--- src/hw/rtl/c_token_lexer_defines.svh ---
`ifndef C_TOKEN_LEXER_DEFINES_SVH
`define C_TOKEN_LEXER_DEFINES_SVH
// Assertion helpers shared by the lexer top level.
`define CTL_ASSERT_IMP(label, clk, rst_n, ante, cons, msg) \
  label: assert property (@(posedge clk) disable iff (!rst_n) (ante) |-> (cons)) \
    else $error(msg);
`define CTL_ASSERT_NEXT(label, clk, rst_n, ante, cons, msg) \
  label: assert property (@(posedge clk) disable iff (!rst_n) (ante) |=> (cons)) \
    else $error(msg);
`endif

--- src/hw/rtl/ctl_pkg.sv ---
package ctl_pkg;

  typedef enum logic [3:0] {
    M_IDLE, M_HASH, M_IDENT, M_DEC, M_ZERO, M_HEX, M_OCT, M_SLASH,
    M_LCOM, M_BCOM, M_QUOTE, M_OP, M_OP2, M_DOTS
  } lex_mode_e;

  localparam logic [4:0] K_IDENT = 5'd0;
  localparam logic [4:0] K_NUM   = 5'd1;
  localparam logic [4:0] K_STR   = 5'd2;
  localparam logic [4:0] K_CHAR  = 5'd3;
  localparam logic [4:0] K_OP    = 5'd4;
  localparam logic [4:0] K_KW    = 5'd5;
  localparam logic [4:0] K_LBRK  = 5'd6;
  localparam logic [4:0] K_RBRK  = 5'd7;
  localparam logic [4:0] K_LPAR  = 5'd8;
  localparam logic [4:0] K_RPAR  = 5'd9;
  localparam logic [4:0] K_LBRC  = 5'd10;
  localparam logic [4:0] K_RBRC  = 5'd11;
  localparam logic [4:0] K_SEMI  = 5'd12;
  localparam logic [4:0] K_COMMA = 5'd13;
  localparam logic [4:0] K_COLON = 5'd14;
  localparam logic [4:0] K_DOT   = 5'd15;
  localparam logic [4:0] K_ELLIP = 5'd16;
  localparam logic [4:0] K_ERR   = 5'd17;

  typedef enum logic [5:0] {
    OP_SET, OP_EQ, OP_ADD, OP_INC, OP_ADDEQ, OP_SUB, OP_DEC, OP_ARROW, OP_SUBEQ,
    OP_NOT, OP_NE, OP_LT, OP_LE, OP_SHL, OP_SHLEQ, OP_GT, OP_GE, OP_SHR, OP_SHREQ,
    OP_OR, OP_LOR, OP_OREQ, OP_AND, OP_LAND, OP_ANDEQ, OP_XOR, OP_XOREQ, OP_MOD,
    OP_MODEQ, OP_MUL, OP_MULEQ, OP_QUEST, OP_TILDE, OP_DIV, OP_DIVEQ
  } op_code_e;

  localparam logic [5:0] OP_NONE = 6'd63;
  localparam logic [5:0] OP_DBL  = 6'd62;

  localparam logic [31:0] V_LBRC = 32'd29;
  localparam logic [31:0] V_RBRC = 32'd30;

  localparam int NUM_KW = 37;
  localparam int KW_CHARS = 10;

  typedef struct packed {
    logic [4:0]  kind;
    logic [31:0] value;
    logic [31:0] line;
    logic [31:0] start;
    logic [31:0] len;
  } tok_t;

  typedef struct packed {
    logic [1:0] n;
    tok_t       t0;
    tok_t       t1;
    tok_t       t2;
  } bundle_t;

  typedef logic [KW_CHARS*8-1:0] kw_txt_t;

  function automatic kw_txt_t kw_txt(input int i);
    kw_txt_t r;
    r = '0;
    case (i)
      0: r = kw_txt_t'("do");        1: r = kw_txt_t'("if");
      2: r = kw_txt_t'("for");       3: r = kw_txt_t'("int");
      4: r = kw_txt_t'("auto");      5: r = kw_txt_t'("case");
      6: r = kw_txt_t'("char");      7: r = kw_txt_t'("else");
      8: r = kw_txt_t'("enum");      9: r = kw_txt_t'("goto");
      10: r = kw_txt_t'("long");     11: r = kw_txt_t'("void");
      12: r = kw_txt_t'("break");    13: r = kw_txt_t'("const");
      14: r = kw_txt_t'("float");    15: r = kw_txt_t'("short");
      16: r = kw_txt_t'("union");    17: r = kw_txt_t'("while");
      18: r = kw_txt_t'("_Bool");    19: r = kw_txt_t'("double");
      20: r = kw_txt_t'("extern");   21: r = kw_txt_t'("inline");
      22: r = kw_txt_t'("return");   23: r = kw_txt_t'("signed");
      24: r = kw_txt_t'("sizeof");   25: r = kw_txt_t'("static");
      26: r = kw_txt_t'("struct");   27: r = kw_txt_t'("switch");
      28: r = kw_txt_t'("default");  29: r = kw_txt_t'("typedef");
      30: r = kw_txt_t'("continue"); 31: r = kw_txt_t'("register");
      32: r = kw_txt_t'("restrict"); 33: r = kw_txt_t'("unsigned");
      34: r = kw_txt_t'("volatile"); 35: r = kw_txt_t'("_Complex");
      36: r = kw_txt_t'("_Imaginary");
      default: r = '0;
    endcase
    return r;
  endfunction

  function automatic logic [3:0] kw_len(input int i);
    logic [3:0] r;
    if (i < 2) r = 4'd2;
    else if (i < 4) r = 4'd3;
    else if (i < 12) r = 4'd4;
    else if (i < 19) r = 4'd5;
    else if (i < 28) r = 4'd6;
    else if (i < 30) r = 4'd7;
    else if (i < 36) r = 4'd8;
    else r = 4'd10;
    return r;
  endfunction

  function automatic logic [5:0] base_op(input logic [7:0] h);
    logic [5:0] r;
    case (h)
      "=": r = OP_SET; "+": r = OP_ADD; "-": r = OP_SUB; "!": r = OP_NOT;
      "<": r = OP_LT;  ">": r = OP_GT;  "|": r = OP_OR;  "&": r = OP_AND;
      "^": r = OP_XOR; "%": r = OP_MOD;
      default: r = OP_MUL;
    endcase
    return r;
  endfunction

  function automatic logic [5:0] pair_op(input logic [7:0] h, input logic [7:0] c);
    logic [5:0] r;
    r = OP_NONE;
    if (c == "=") begin
      case (h)
        "=": r = OP_EQ;    "+": r = OP_ADDEQ; "-": r = OP_SUBEQ; "!": r = OP_NE;
        "<": r = OP_LE;    ">": r = OP_GE;    "|": r = OP_OREQ;  "&": r = OP_ANDEQ;
        "^": r = OP_XOREQ; "%": r = OP_MODEQ;
        default: r = OP_MULEQ;
      endcase
    end else if (h == "+" && c == "+") r = OP_INC;
    else if (h == "-" && c == "-") r = OP_DEC;
    else if (h == "-" && c == ">") r = OP_ARROW;
    else if (h == "|" && c == "|") r = OP_LOR;
    else if (h == "&" && c == "&") r = OP_LAND;
    else if ((h == "<" || h == ">") && c == h) r = OP_DBL;
    return r;
  endfunction

endpackage

--- src/hw/rtl/c_token_lexer.sv ---
// Channel | Dir | Fields (lowest bit first)
// s_axis  | in  | tdata: ch[7:0]; tuser: end_of_input
// m_axis  | out | tdata: kind, value, line, start_res, length; tlast: last
// The front lexes one byte per cycle while the token queue accepts, and pushes up to three tokens per byte.
// The back emits one token per cycle while the output is ready, so the rate is one byte per cycle
// unless a byte yields more tokens than the back can drain or the output stalls.
// Reset is asynchronous, active low, and takes effect at once.
// The input stalls only when the two-entry bundle queue is full and its head is not being read.
module c_token_lexer #(
  parameter int MAX_KEYWORD_LEN = 10,
  parameter int LINE_BITS = 24,
  parameter int OFFSET_BITS = 24
) (
  input  logic        clk_i,
  input  logic        rst_ni,
  input  logic        s_axis_tvalid,
  output logic        s_axis_tready,
  input  logic [7:0]  s_axis_tdata,  // ch
  input  logic        s_axis_tuser,  // end_of_input
  output logic        m_axis_tvalid,
  input  logic        m_axis_tready,
  output logic [((5+32+LINE_BITS+2*OFFSET_BITS+7)/8)*8-1:0] m_axis_tdata,
  // kind[4:0], value[31:0], line, start_res, length, zero fill
  output logic        m_axis_tlast
);
  import ctl_pkg::*;

  localparam int PW = 5 + 32 + LINE_BITS + 2*OFFSET_BITS;
  localparam int TW = ((PW + 7) / 8) * 8;

  logic fq_valid, fq_ready, qb_valid, qb_ready;
  bundle_t fq_data, qb_data;
  logic [4:0] kind;
  logic [31:0] value;
  logic [LINE_BITS-1:0] line;
  logic [OFFSET_BITS-1:0] st, len;

  ctl_front #(.MAX_KEYWORD_LEN(MAX_KEYWORD_LEN), .LINE_BITS(LINE_BITS),
              .OFFSET_BITS(OFFSET_BITS)) u_front (
    .clk_i, .rst_ni, .in_valid_i(s_axis_tvalid), .in_ready_o(s_axis_tready),
    .ch_i(s_axis_tdata), .end_i(s_axis_tuser),
    .q_valid_o(fq_valid), .q_ready_i(fq_ready), .q_data_o(fq_data)
  );

  ctl_queue u_queue (
    .clk_i, .rst_ni, .w_valid_i(fq_valid), .w_ready_o(fq_ready), .w_data_i(fq_data),
    .r_valid_o(qb_valid), .r_ready_i(qb_ready), .r_data_o(qb_data)
  );

  ctl_back #(.LINE_BITS(LINE_BITS), .OFFSET_BITS(OFFSET_BITS)) u_back (
    .clk_i, .rst_ni, .b_valid_i(qb_valid), .b_ready_o(qb_ready), .b_data_i(qb_data),
    .m_valid_o(m_axis_tvalid), .m_ready_i(m_axis_tready),
    .kind_o(kind), .value_o(value), .line_o(line), .start_o(st), .len_o(len),
    .last_o(m_axis_tlast)
  );

  assign m_axis_tdata = TW'({len, st, line, value, kind});

  `include "c_token_lexer_defines.svh"

  `CTL_ASSERT_IMP(a_last_only_valid, clk_i, rst_ni, m_axis_tvalid && qb_data.n == 2'd1, m_axis_tlast, "single token not last")
  `CTL_ASSERT_NEXT(a_hold_out, clk_i, rst_ni, m_axis_tvalid && !m_axis_tready, m_axis_tvalid, "output dropped")
  `CTL_ASSERT_IMP(a_kind_range, clk_i, rst_ni, m_axis_tvalid, kind <= K_ERR, "bad kind")

endmodule

--- src/hw/rtl/ctl_front.sv ---
module ctl_front #(
  parameter int MAX_KEYWORD_LEN = 10,
  parameter int LINE_BITS = 24,
  parameter int OFFSET_BITS = 24
) (
  input  logic             clk_i,
  input  logic             rst_ni,
  input  logic             in_valid_i,
  output logic             in_ready_o,
  input  logic [7:0]       ch_i,
  input  logic             end_i,
  output logic             q_valid_o,
  input  logic             q_ready_i,
  output ctl_pkg::bundle_t q_data_o
);
  import ctl_pkg::*;

  localparam int LW = $clog2(MAX_KEYWORD_LEN);
  localparam logic [LINE_BITS-1:0] LMAX = {LINE_BITS{1'b1}};
  localparam logic [OFFSET_BITS-1:0] OMAX = {OFFSET_BITS{1'b1}};

  lex_mode_e mode_q, mode_d;
  logic [7:0] held_q, held_d, cval_q, cval_d;
  logic [1:0] dots_q, dots_d;
  logic [LINE_BITS-1:0] line_q, line_d, tline_q, tline_d;
  logic [OFFSET_BITS-1:0] pos_q, pos_d, tstart_q, tstart_d, tlen_q, tlen_d;
  logic [31:0] acc_q, acc_d;
  logic qk_q, qk_d, star_q, star_d;
  logic [7:0] pre_q [MAX_KEYWORD_LEN];
  logic pre_we;
  logic [LW-1:0] pre_idx;
  logic [7:0] pre_wd;
  logic [MAX_KEYWORD_LEN*8-1:0] pre_flat;

  bundle_t b;
  logic    fire;

  assign in_ready_o = q_ready_i;
  assign fire = in_valid_i && in_ready_o;
  assign q_valid_o = fire && (b.n != 2'd0);
  assign q_data_o = b;

  always_comb begin
    for (int i = 0; i < MAX_KEYWORD_LEN; i++) pre_flat[i*8 +: 8] = pre_q[i];
  end

  function automatic logic is_alpha(input logic [7:0] c);
    return (c >= "a" && c <= "z") || (c >= "A" && c <= "Z") || c == "_";
  endfunction
  function automatic logic is_dig(input logic [7:0] c);
    return c >= "0" && c <= "9";
  endfunction
  function automatic logic [4:0] hexv(input logic [7:0] c);
    logic [4:0] r;
    if (c >= "0" && c <= "9") r = 5'(c - "0");
    else if (c >= "a" && c <= "f") r = 5'(c - "a" + 8'd10);
    else if (c >= "A" && c <= "F") r = 5'(c - "A" + 8'd10);
    else r = 5'd16;
    return r;
  endfunction

  // The text literal holds its first character in the highest used byte,
  // the name buffer holds it in the lowest byte.
  function automatic logic txt_match(input kw_txt_t w, input int n,
                                     input logic [MAX_KEYWORD_LEN*8-1:0] p);
    kw_txt_t wa;
    logic    ok;
    wa = w << (8 * (KW_CHARS - n));
    ok = 1'b1;
    for (int j = 0; j < KW_CHARS; j++) begin
      if (j < n && p[j*8 +: 8] != wa[(KW_CHARS-1-j)*8 +: 8]) ok = 1'b0;
    end
    return ok;
  endfunction

  function automatic logic [OFFSET_BITS-1:0] sinc(input logic [OFFSET_BITS-1:0] x);
    return (x == OMAX) ? x : x + 1'b1;
  endfunction
  function automatic logic [LINE_BITS-1:0] linc(input logic [LINE_BITS-1:0] x);
    return (x == LMAX) ? x : x + 1'b1;
  endfunction

  always_comb begin
    logic [7:0] c;
    logic       rst_tok;
    logic       relex;
    logic       kw_hit;
    logic [5:0] kw_idx;
    logic [5:0] code;
    logic [4:0] hv;
    logic [OFFSET_BITS-1:0] l1;
    tok_t t;
    c = ch_i;
    rst_tok = end_i || (ch_i == 8'd0);
    relex = 1'b0;
    kw_hit = 1'b0;
    kw_idx = '0;
    code = '0;
    hv = hexv(c);
    l1 = sinc(tlen_q);
    mode_d = mode_q; held_d = held_q; cval_d = cval_q; dots_d = dots_q;
    line_d = line_q; tline_d = tline_q; pos_d = pos_q; tstart_d = tstart_q;
    tlen_d = tlen_q; acc_d = acc_q; qk_d = qk_q; star_d = star_q;
    pre_we = 1'b0; pre_idx = '0; pre_wd = c;
    b = '0;
    t.kind = K_IDENT; t.value = '0; t.line = 32'(tline_q);
    t.start = 32'(tstart_q); t.len = 32'(tlen_q);

    for (int i = 0; i < NUM_KW; i++) begin
      if (!kw_hit && tlen_q == OFFSET_BITS'(kw_len(i)) &&
          txt_match(kw_txt(i), int'(kw_len(i)), pre_flat)) begin
        kw_hit = 1'b1;
        kw_idx = 6'(i);
      end
    end

    // Pending token flush, shared by end mark, NUL byte and bytes that cannot extend it.
    if (rst_tok || !(
        (mode_q == M_HASH || mode_q == M_LCOM) && c != "\n" ||
        mode_q == M_BCOM || mode_q == M_QUOTE ||
        mode_q == M_IDENT && (is_alpha(c) || is_dig(c)) ||
        mode_q == M_DEC && is_dig(c) ||
        mode_q == M_ZERO && (c == "x" || c == "X" || (c >= "0" && c <= "7")) ||
        mode_q == M_HEX && hv < 5'd16 ||
        mode_q == M_OCT && c >= "0" && c <= "7" ||
        mode_q == M_SLASH && (c == "/" || c == "*" || c == "=") ||
        mode_q == M_OP && pair_op(held_q, c) != OP_NONE ||
        mode_q == M_OP2 && c == "=" ||
        mode_q == M_DOTS && c == ".")) begin
      relex = !rst_tok;
      case (mode_q)
        M_IDENT: begin
          if (tlen_q == OFFSET_BITS'(8) && txt_match(kw_txt_t'("__LINE__"), 8, pre_flat))
          begin
            t.kind = K_NUM; t.value = 32'(tline_q);
          end else if (kw_hit && tlen_q <= OFFSET_BITS'(MAX_KEYWORD_LEN)) begin
            t.kind = K_KW; t.value = 32'(kw_idx);
          end else begin
            t.kind = K_IDENT; t.value = 32'(tlen_q);
          end
          b.n = 2'd1; b.t0 = t;
        end
        M_DEC, M_ZERO, M_HEX, M_OCT: begin
          t.kind = K_NUM; t.value = (mode_q == M_ZERO) ? 32'd0 : acc_q;
          b.n = 2'd1; b.t0 = t;
        end
        M_SLASH: begin
          t.kind = K_OP; t.value = 32'(OP_DIV); b.n = 2'd1; b.t0 = t;
        end
        M_QUOTE: begin
          t.kind = qk_q ? K_CHAR : K_STR; t.value = qk_q ? 32'(cval_q) : 32'd0;
          b.n = 2'd1; b.t0 = t;
        end
        M_OP: begin
          t.kind = K_OP; t.value = 32'(base_op(held_q)); b.n = 2'd1; b.t0 = t;
        end
        M_OP2: begin
          t.kind = K_OP; t.value = (held_q == "<") ? 32'(OP_SHL) : 32'(OP_SHR);
          b.n = 2'd1; b.t0 = t;
        end
        M_DOTS: begin
          t.kind = K_DOT; t.value = '0; t.len = 32'd1;
          b.t0 = t;
          t.start = 32'(OFFSET_BITS'(tstart_q + 1'b1));
          b.t1 = t;
          b.n = dots_q;
        end
        default: ;
      endcase
      mode_d = M_IDLE;
    end else begin
      case (mode_q)
        M_HASH, M_LCOM: ;
        M_BCOM: begin
          if (star_q && c == "/") mode_d = M_IDLE;
          else begin
            star_d = (c == "*");
            if (c == "\n") line_d = linc(line_q);
          end
        end
        M_IDENT: begin
          if (tlen_q < OFFSET_BITS'(MAX_KEYWORD_LEN)) begin
            pre_we = 1'b1; pre_idx = LW'(tlen_q);
          end
          tlen_d = l1;
        end
        M_DEC: begin acc_d = acc_q * 32'd10 + 32'(c - "0"); tlen_d = l1; end
        M_ZERO: begin
          if (c == "x" || c == "X") mode_d = M_HEX;
          else begin mode_d = M_OCT; acc_d = 32'(c - "0"); end
          tlen_d = l1;
        end
        M_HEX: begin acc_d = {acc_q[27:0], 4'd0} + 32'(hv); tlen_d = l1; end
        M_OCT: begin acc_d = {acc_q[28:0], 3'd0} + 32'(c - "0"); tlen_d = l1; end
        M_SLASH: begin
          if (c == "/") mode_d = M_LCOM;
          else if (c == "*") begin mode_d = M_BCOM; star_d = 1'b0; end
          else begin
            t.kind = K_OP; t.value = 32'(OP_DIVEQ); t.len = 32'(l1);
            b.n = 2'd1; b.t0 = t; tlen_d = l1; mode_d = M_IDLE;
          end
        end
        M_QUOTE: begin
          if (c == (qk_q ? 8'h27 : 8'h22)) begin
            t.kind = qk_q ? K_CHAR : K_STR; t.value = qk_q ? 32'(cval_q) : 32'd0;
            b.n = 2'd1; b.t0 = t; mode_d = M_IDLE;
          end else begin
            if (tlen_q == '0) cval_d = c;
            tlen_d = l1;
            if (c == "\n") line_d = linc(line_q);
          end
        end
        M_OP: begin
          code = pair_op(held_q, c);
          tlen_d = l1;
          if (code == OP_DBL) mode_d = M_OP2;
          else begin
            t.kind = K_OP; t.value = 32'(code); t.len = 32'(l1);
            b.n = 2'd1; b.t0 = t; mode_d = M_IDLE;
          end
        end
        M_OP2: begin
          tlen_d = l1;
          t.kind = K_OP; t.value = (held_q == "<") ? 32'(OP_SHLEQ) : 32'(OP_SHREQ);
          t.len = 32'(l1); b.n = 2'd1; b.t0 = t; mode_d = M_IDLE;
        end
        M_DOTS: begin
          if (dots_q >= 2'd2) begin
            t.kind = K_ELLIP; t.value = '0; t.len = 32'd3;
            tlen_d = OFFSET_BITS'(3);
            b.n = 2'd1; b.t0 = t; mode_d = M_IDLE;
          end else dots_d = 2'd2;
        end
        default: relex = 1'b1;
      endcase
    end

    // A byte seen from the idle mode, or one that ended the pending token, opens a token.
    if (relex) begin
      tstart_d = pos_q; tlen_d = OFFSET_BITS'(1); tline_d = line_q;
      t.line = 32'(line_q); t.start = 32'(pos_q); t.len = 32'd1; t.value = '0;
      mode_d = M_IDLE;
      if (c == "\n") line_d = linc(line_q);
      else if (c == " " || c == "\t") ;
      else if (c == "#") mode_d = M_HASH;
      else if (is_alpha(c)) begin mode_d = M_IDENT; pre_we = 1'b1; pre_idx = '0; end
      else if (is_dig(c)) begin
        acc_d = 32'(c - "0"); mode_d = (c == "0") ? M_ZERO : M_DEC;
      end
      else if (c == "/") mode_d = M_SLASH;
      else if (c == 8'h22 || c == 8'h27) begin
        mode_d = M_QUOTE; qk_d = (c == 8'h27); cval_d = 8'h27;
        tstart_d = pos_q + 1'b1; tlen_d = '0;
      end
      else if (c == ".") begin mode_d = M_DOTS; dots_d = 2'd1; end
      else begin
        case (c)
          "=", "+", "-", "!", "<", ">", "|", "&", "^", "%", "*": begin
            mode_d = M_OP; held_d = c;
          end
          "?": begin t.kind = K_OP; t.value = 32'(OP_QUEST); end
          "~": begin t.kind = K_OP; t.value = 32'(OP_TILDE); end
          "[": t.kind = K_LBRK;
          "]": t.kind = K_RBRK;
          "(": t.kind = K_LPAR;
          ")": t.kind = K_RPAR;
          "{": begin t.kind = K_LBRC; t.value = V_LBRC; end
          "}": begin t.kind = K_RBRC; t.value = V_RBRC; end
          ";": t.kind = K_SEMI;
          ",": t.kind = K_COMMA;
          ":": t.kind = K_COLON;
          default: begin t.kind = K_ERR; t.value = 32'(c); end
        endcase
        if (mode_d == M_IDLE) begin
          case (b.n)
            2'd0: b.t0 = t;
            2'd1: b.t1 = t;
            default: b.t2 = t;
          endcase
          b.n = b.n + 2'd1;
        end
      end
    end

    if (rst_tok) begin
      mode_d = M_IDLE; held_d = '0; cval_d = '0; dots_d = '0;
      line_d = LINE_BITS'(1); tline_d = LINE_BITS'(1); pos_d = '0;
      tstart_d = '0; tlen_d = '0; acc_d = '0; qk_d = 1'b0; star_d = 1'b0;
    end else begin
      pos_d = pos_q + 1'b1;
    end
  end

  always_ff @(posedge clk_i or negedge rst_ni) begin
    if (!rst_ni) begin
      mode_q <= M_IDLE; held_q <= '0; cval_q <= '0; dots_q <= '0;
      line_q <= LINE_BITS'(1); tline_q <= LINE_BITS'(1); pos_q <= '0;
      tstart_q <= '0; tlen_q <= '0; acc_q <= '0; qk_q <= 1'b0; star_q <= 1'b0;
    end else if (fire) begin
      mode_q <= mode_d; held_q <= held_d; cval_q <= cval_d; dots_q <= dots_d;
      line_q <= line_d; tline_q <= tline_d; pos_q <= pos_d;
      tstart_q <= tstart_d; tlen_q <= tlen_d; acc_q <= acc_d;
      qk_q <= qk_d; star_q <= star_d;
    end
  end

  always_ff @(posedge clk_i) begin
    if (fire && pre_we) pre_q[pre_idx] <= pre_wd;
  end

endmodule

--- src/hw/rtl/ctl_queue.sv ---
module ctl_queue (
  input  logic             clk_i,
  input  logic             rst_ni,
  input  logic             w_valid_i,
  output logic             w_ready_o,
  input  ctl_pkg::bundle_t w_data_i,
  output logic             r_valid_o,
  input  logic             r_ready_i,
  output ctl_pkg::bundle_t r_data_o
);
  import ctl_pkg::*;

  bundle_t  mem_q [2];
  logic     wp_q, rp_q;
  logic [1:0] cnt_q;

  assign w_ready_o = (cnt_q != 2'd2) || r_ready_i;
  assign r_valid_o = cnt_q != 2'd0;
  assign r_data_o  = mem_q[rp_q];

  always_ff @(posedge clk_i or negedge rst_ni) begin
    if (!rst_ni) begin
      wp_q <= 1'b0; rp_q <= 1'b0; cnt_q <= '0;
    end else begin
      if (w_valid_i && w_ready_o) wp_q <= ~wp_q;
      if (r_valid_o && r_ready_i) rp_q <= ~rp_q;
      cnt_q <= cnt_q + 2'(w_valid_i && w_ready_o) - 2'(r_valid_o && r_ready_i);
    end
  end

  always_ff @(posedge clk_i) begin
    if (w_valid_i && w_ready_o) mem_q[wp_q] <= w_data_i;
  end

endmodule

--- src/hw/rtl/ctl_back.sv ---
module ctl_back #(
  parameter int LINE_BITS = 24,
  parameter int OFFSET_BITS = 24
) (
  input  logic             clk_i,
  input  logic             rst_ni,
  input  logic             b_valid_i,
  output logic             b_ready_o,
  input  ctl_pkg::bundle_t b_data_i,
  output logic             m_valid_o,
  input  logic             m_ready_i,
  output logic [4:0]       kind_o,
  output logic [31:0]      value_o,
  output logic [LINE_BITS-1:0]   line_o,
  output logic [OFFSET_BITS-1:0] start_o,
  output logic [OFFSET_BITS-1:0] len_o,
  output logic             last_o
);
  import ctl_pkg::*;

  logic [1:0] idx_q;
  tok_t t;

  always_comb begin
    case (idx_q)
      2'd0: t = b_data_i.t0;
      2'd1: t = b_data_i.t1;
      default: t = b_data_i.t2;
    endcase
  end

  assign m_valid_o = b_valid_i;
  assign kind_o  = t.kind;
  assign value_o = t.value;
  assign line_o  = LINE_BITS'(t.line);
  assign start_o = OFFSET_BITS'(t.start);
  assign len_o   = OFFSET_BITS'(t.len);
  assign last_o  = (idx_q + 2'd1) == b_data_i.n;
  assign b_ready_o = m_ready_i && last_o;

  always_ff @(posedge clk_i or negedge rst_ni) begin
    if (!rst_ni) idx_q <= '0;
    else if (m_valid_o && m_ready_i) idx_q <= last_o ? 2'd0 : idx_q + 2'd1;
  end

endmodule

--- config.mk ---
export PLATFORM = sky130hd
export DESIGN_NAME = c_token_lexer
export DESIGN_NICKNAME = d
export VERILOG_FILES = /design/src/hw/rtl/ctl_pkg.sv /design/src/hw/rtl/c_token_lexer.sv /design/src/hw/rtl/ctl_front.sv /design/src/hw/rtl/ctl_queue.sv /design/src/hw/rtl/ctl_back.sv
export VERILOG_INCLUDE_DIRS = /design/src /design/src/hw/rtl
export SDC_FILE = /design/constraint.sdc
export NUM_CORES = 2
export LEC_CHECK = 0
export BUFFER_PORTS_ARGS = -buffer_cell sky130_fd_sc_hd__buf_2
export CORE_MARGIN = 5
export CORE_UTILIZATION = 35
export DETAILED_ROUTE_END_ITERATION = 10
export GPL_ROUTABILITY_DRIVEN = 0
export GPL_TIMING_DRIVEN = 0
export PLACE_DENSITY_LB_ADDON = 0.08
export SYNTH_ARGS = -nofsm -noshare
export SYNTH_HDL_FRONTEND = slang
export SYNTH_SLANG_ARGS = --single-unit
--- constraint.sdc ---
create_clock -name clk_i -period 21.6 [get_ports clk_i]
set_input_delay 4.32 -clock clk_i [delete_from_list [all_inputs] [get_ports clk_i]]
set_output_delay 4.32 -clock clk_i [all_outputs]
set_load 0.01 [all_outputs]
==> impl_metrics.json <==
{
  "r2r_cells": 17,
  "wirelength_um": 169000,
  "cap_violations": 1,
  "cp-end-kind": "register",
  "dieArea_mm2": 0.132,
  "power.leakage_nw": 18.1,
  "yosysWarnings": 0,
  "critPathMaxFanout": 30,
  "cp.required_ns": 21.98,
  "setup_viol": 0,
  "syn_area_mm2": 0.0436,
  "dpl_worst_slack_ns": 8.91,
  "postRouteAntennaNets": 0,
  "drv_slew": 1,
  "synth_top_flop_cell": "edfxtp_1",
  "grt.overflow.total": 0,
  "drive_above_1_share_pct": 7.61,
  "status": "finished, violations left",
  "num-fill-cells": 12400,
  "ir_drop_v": 0.0000758,
  "cts_setup_buffers": 0,
  "setup-tns-final_ns": 0,
  "grtUsageTotal_pct": 24.8,
  "clkLatencyLatePin_ns": 0.71,
  "worstSetupPathType": "in -> reg",
  "first_iter_violations": 3977,
  "r2r-end": "u_queue.mem_q[0][45]",
  "layout_commonest_cell": "edfxtp_1",
  "chipWidth_um": 363,
  "power_mw": 5.55,
  "crit_end": "u_queue.mem_q[0][45]",
  "numClockSinks": 732,
  "worst_pin_slew_ns": 1.49,
  "cts_max_level": 3,
  "syn_area_per_cell_um2": 9.84,
  "grt_pass1_wl_um": 247000,
  "clock-root-buffer": "clkbuf_16",
  "reg2reg_from": "u_front.held_q[4]",
  "ys_seq_elements": 732,
  "reg2reg_slack_ns": 14.68,
  "relSlewSlack_pct": -0.616,
  "postPlaceCellArea_mm2": 0.0466,
  "synth.area.top_cells": "edfxtp_1 38%, dfrtp_1 10%, ha_1 4.0%, o21ai_0 3.9%, nand2_1 3.7%",
  "antenna_found_initial": 0,
  "fin_hold_ws_ns": 0.482,
  "dp_hpwl_um": 125000,
  "cts_tree": "yes",
  "syn2layout_area_growth_pct": 13.7,
  "cts_buffer_depth": 3,
  "cpMaxStageDelayCell": "nor3_2",
  "firstDrtPassIters": 7,
  "ctsHoldBuffers": 0,
  "clock_skew_ns": 0.0305,
  "vias_per_cell": 5.96,
  "dieHeight_um": 363,
  "grt_start_max_net_pins": 105,
  "crit_cells": 20,
  "period_share_pct": 55.4,
  "worst_slack_ns": 9.63,
  "core_mm2": 0.124,
  "ys_types": 104,
  "clock.fmax_mhz": 83.6,
  "cts_resized": 0,
  "hold_class": "reg -> reg",
  "io_pins": 128,
  "synth_cells": 4427,
  "cts-buffers-inserted": 86,
  "finalHoldViolations": 0,
  "cts.reportedPaths.clkPinSlew_ns": 0.06,
  "dr_total_vias": 38000,
  "critical_path.most_common_cell": "buf_12",
  "io_buffers": 124,
  "floorplan.initialDensity_pct": 35.2,
  "yosys.area.top_type": "edfxtp_1",
  "min_period_ns": 11.97,
  "grt_pass1_vias": 36300,
  "synth.top_cell.area_share_pct": 37.9,
  "rsz0062_at_grt": "no",
  "wl_per_cell_um": 26.5,
  "critPathBufInv": 9,
  "yosysSeqAreaShare_pct": 48.4,
  "drc": 0,
  "mostFrequentLayoutCells": "550 x edfxtp_1, 431 x nand2_1, 338 x o21ai_0",
  "violations": "max-capacitance violations, max-slew violations",
  "stdcell_area_mm2": 0.0495,
  "crit_family": "simple AND/OR/NAND/NOR gates",
  "async_reset_ff_share_pct": 24.9,
  "cp-startpoint": "s_axis_tdata[1]",
  "synth_enable_flop_cells": 550,
  "path_cells": "buf_2 -> clkbuf_1 -> inv_1 -> ha_1 -> clkbuf_1 -> nor4b_1 -> o21ai_0 -> a22o_1 -> a21oi_1 -> a21o_1 -> nand4_1 -> nor3_2 -> a211oi_1 -> a311oi_2 -> nor2b_4 -> buf_12 -> buf_12 -> buf_12 -> buf_12 -> buf_12",
  "pwr_density_cell_mw_per_mm2": 112,
  "final_nets": 4811,
  "worstPathArrival_ns": 12.35,
  "rows": 129,
  "start_kind": "input pin",
  "max_stage_delay_ns": 1.12
}
==> worst min-delay path by stage <==
stage / from / to / slack [ns] / cells after the start
floorplan: u_back.idx_q[1] / u_back.idx_q[1] / 0.45 / 2
global placement: u_back.idx_q[1] / u_back.idx_q[1] / 0.47 / 2
detailed placement: u_back.idx_q[1] / u_back.idx_q[1] / 0.47 / 2
CTS: u_back.idx_q[1] / u_back.idx_q[1] / 0.49 / 2
finish: u_back.idx_q[1] / u_back.idx_q[1] / 0.48 / 2
global route: u_back.idx_q[1] / u_back.idx_q[1] / 0.52 / 2
==> power breakdown <==
part / total, mW / switching, mW / internal, mW / leakage, nW
registers: 1.89 / 0.0957 / 1.79 / 7.65
clock network: 1.49 / 0.630 / 0.863 / 1.39
logic: 2.17 / 1.54 / 0.637 / 9.04
==> cell usage after synthesis (101+ instances only) <==
cell type,count
a21oi_1,253
a22o_1,144
and3_1,113
clkbuf_1,241
dfrtp_1,180
edfxtp_1,550
ha_1,138
nand2_1,431
nand3_1,173
nor2_1,334
nor2b_1,101
o21ai_0,338
xnor2_1,113
==> layout make-up <==
type | instances | area [um^2] | area share, %
flip-flops and latches | 732 | 21100 | 42.6
multi-input cells | 3313 | 21000 | 42.4
clock buffers | 111 | 2320 | 4.68
well taps | 1637 | 2050 | 4.14
plain buffers | 305 | 1210 | 2.45
repair buffers | 140 | 983 | 1.99
clock inverters | 50 | 577 | 1.16
inverters | 79 | 297 | 0.599
diodes | 1 | 2.50 | 0.00505
==> per-stage QoR <==
stage / std cells / util [%]
3_3_place_gp: 6190 / 37.4
5_1_grt: 6367 / 40.1
4_1_cts: 6367 / 40.1
2_1_floorplan: 4429 / -
3_5_place_dp: 6206 / 37.7
6_report: 6368 / 40.1
==> logic make-up after synthesis <==
logic type	count (synthesis)	share of synthesized area, %
multiplexers	65	1.51
buffers and inverters	384	3.46
other	1	0.00861
flip-flops	732	48.4
XOR/XNOR	177	3.56
AO/OA/AOI/OAI	1328	20.3
AND/OR/NAND/NOR	1599	18.7
adder cells (fa/ha/maj)	141	4.10
==> registers in the layout (all words and copies together) (netlist names), 24 cells and up <==
| register | flops |
|---|---|
| u_front.acc_q | 32 |
| u_front.line_q | 24 |
| u_front.tline_q | 24 |
| u_queue.mem_q | 470 |
| u_front.pos_q | 24 |
| u_front.tlen_q | 24 |
| u_front.pre_q | 80 |
| u_front.tstart_q | 24 |
==> layer usage <==
layer	wire length (um)	vias to the layer above	GRT usage, %	share of wire, %
li1	-	17300	-	-
met1	74600	18800	34.5	44
met2	75400	1545	38.9	45
met3	11600	347	4.00	6.8
met4	7430	0	9.46	4.4
met5	0	-	0	0
==> tightest hold or removal path, delay by kind of cell (launching register included) <==
kind | cells | cell delay, ns
DFF | 1 | 0.34
and+or+nand+nor | 1 | 0.05
AOI/OAI and AO/OA | 1 | 0.05
(Power assumes the default switching activity.)
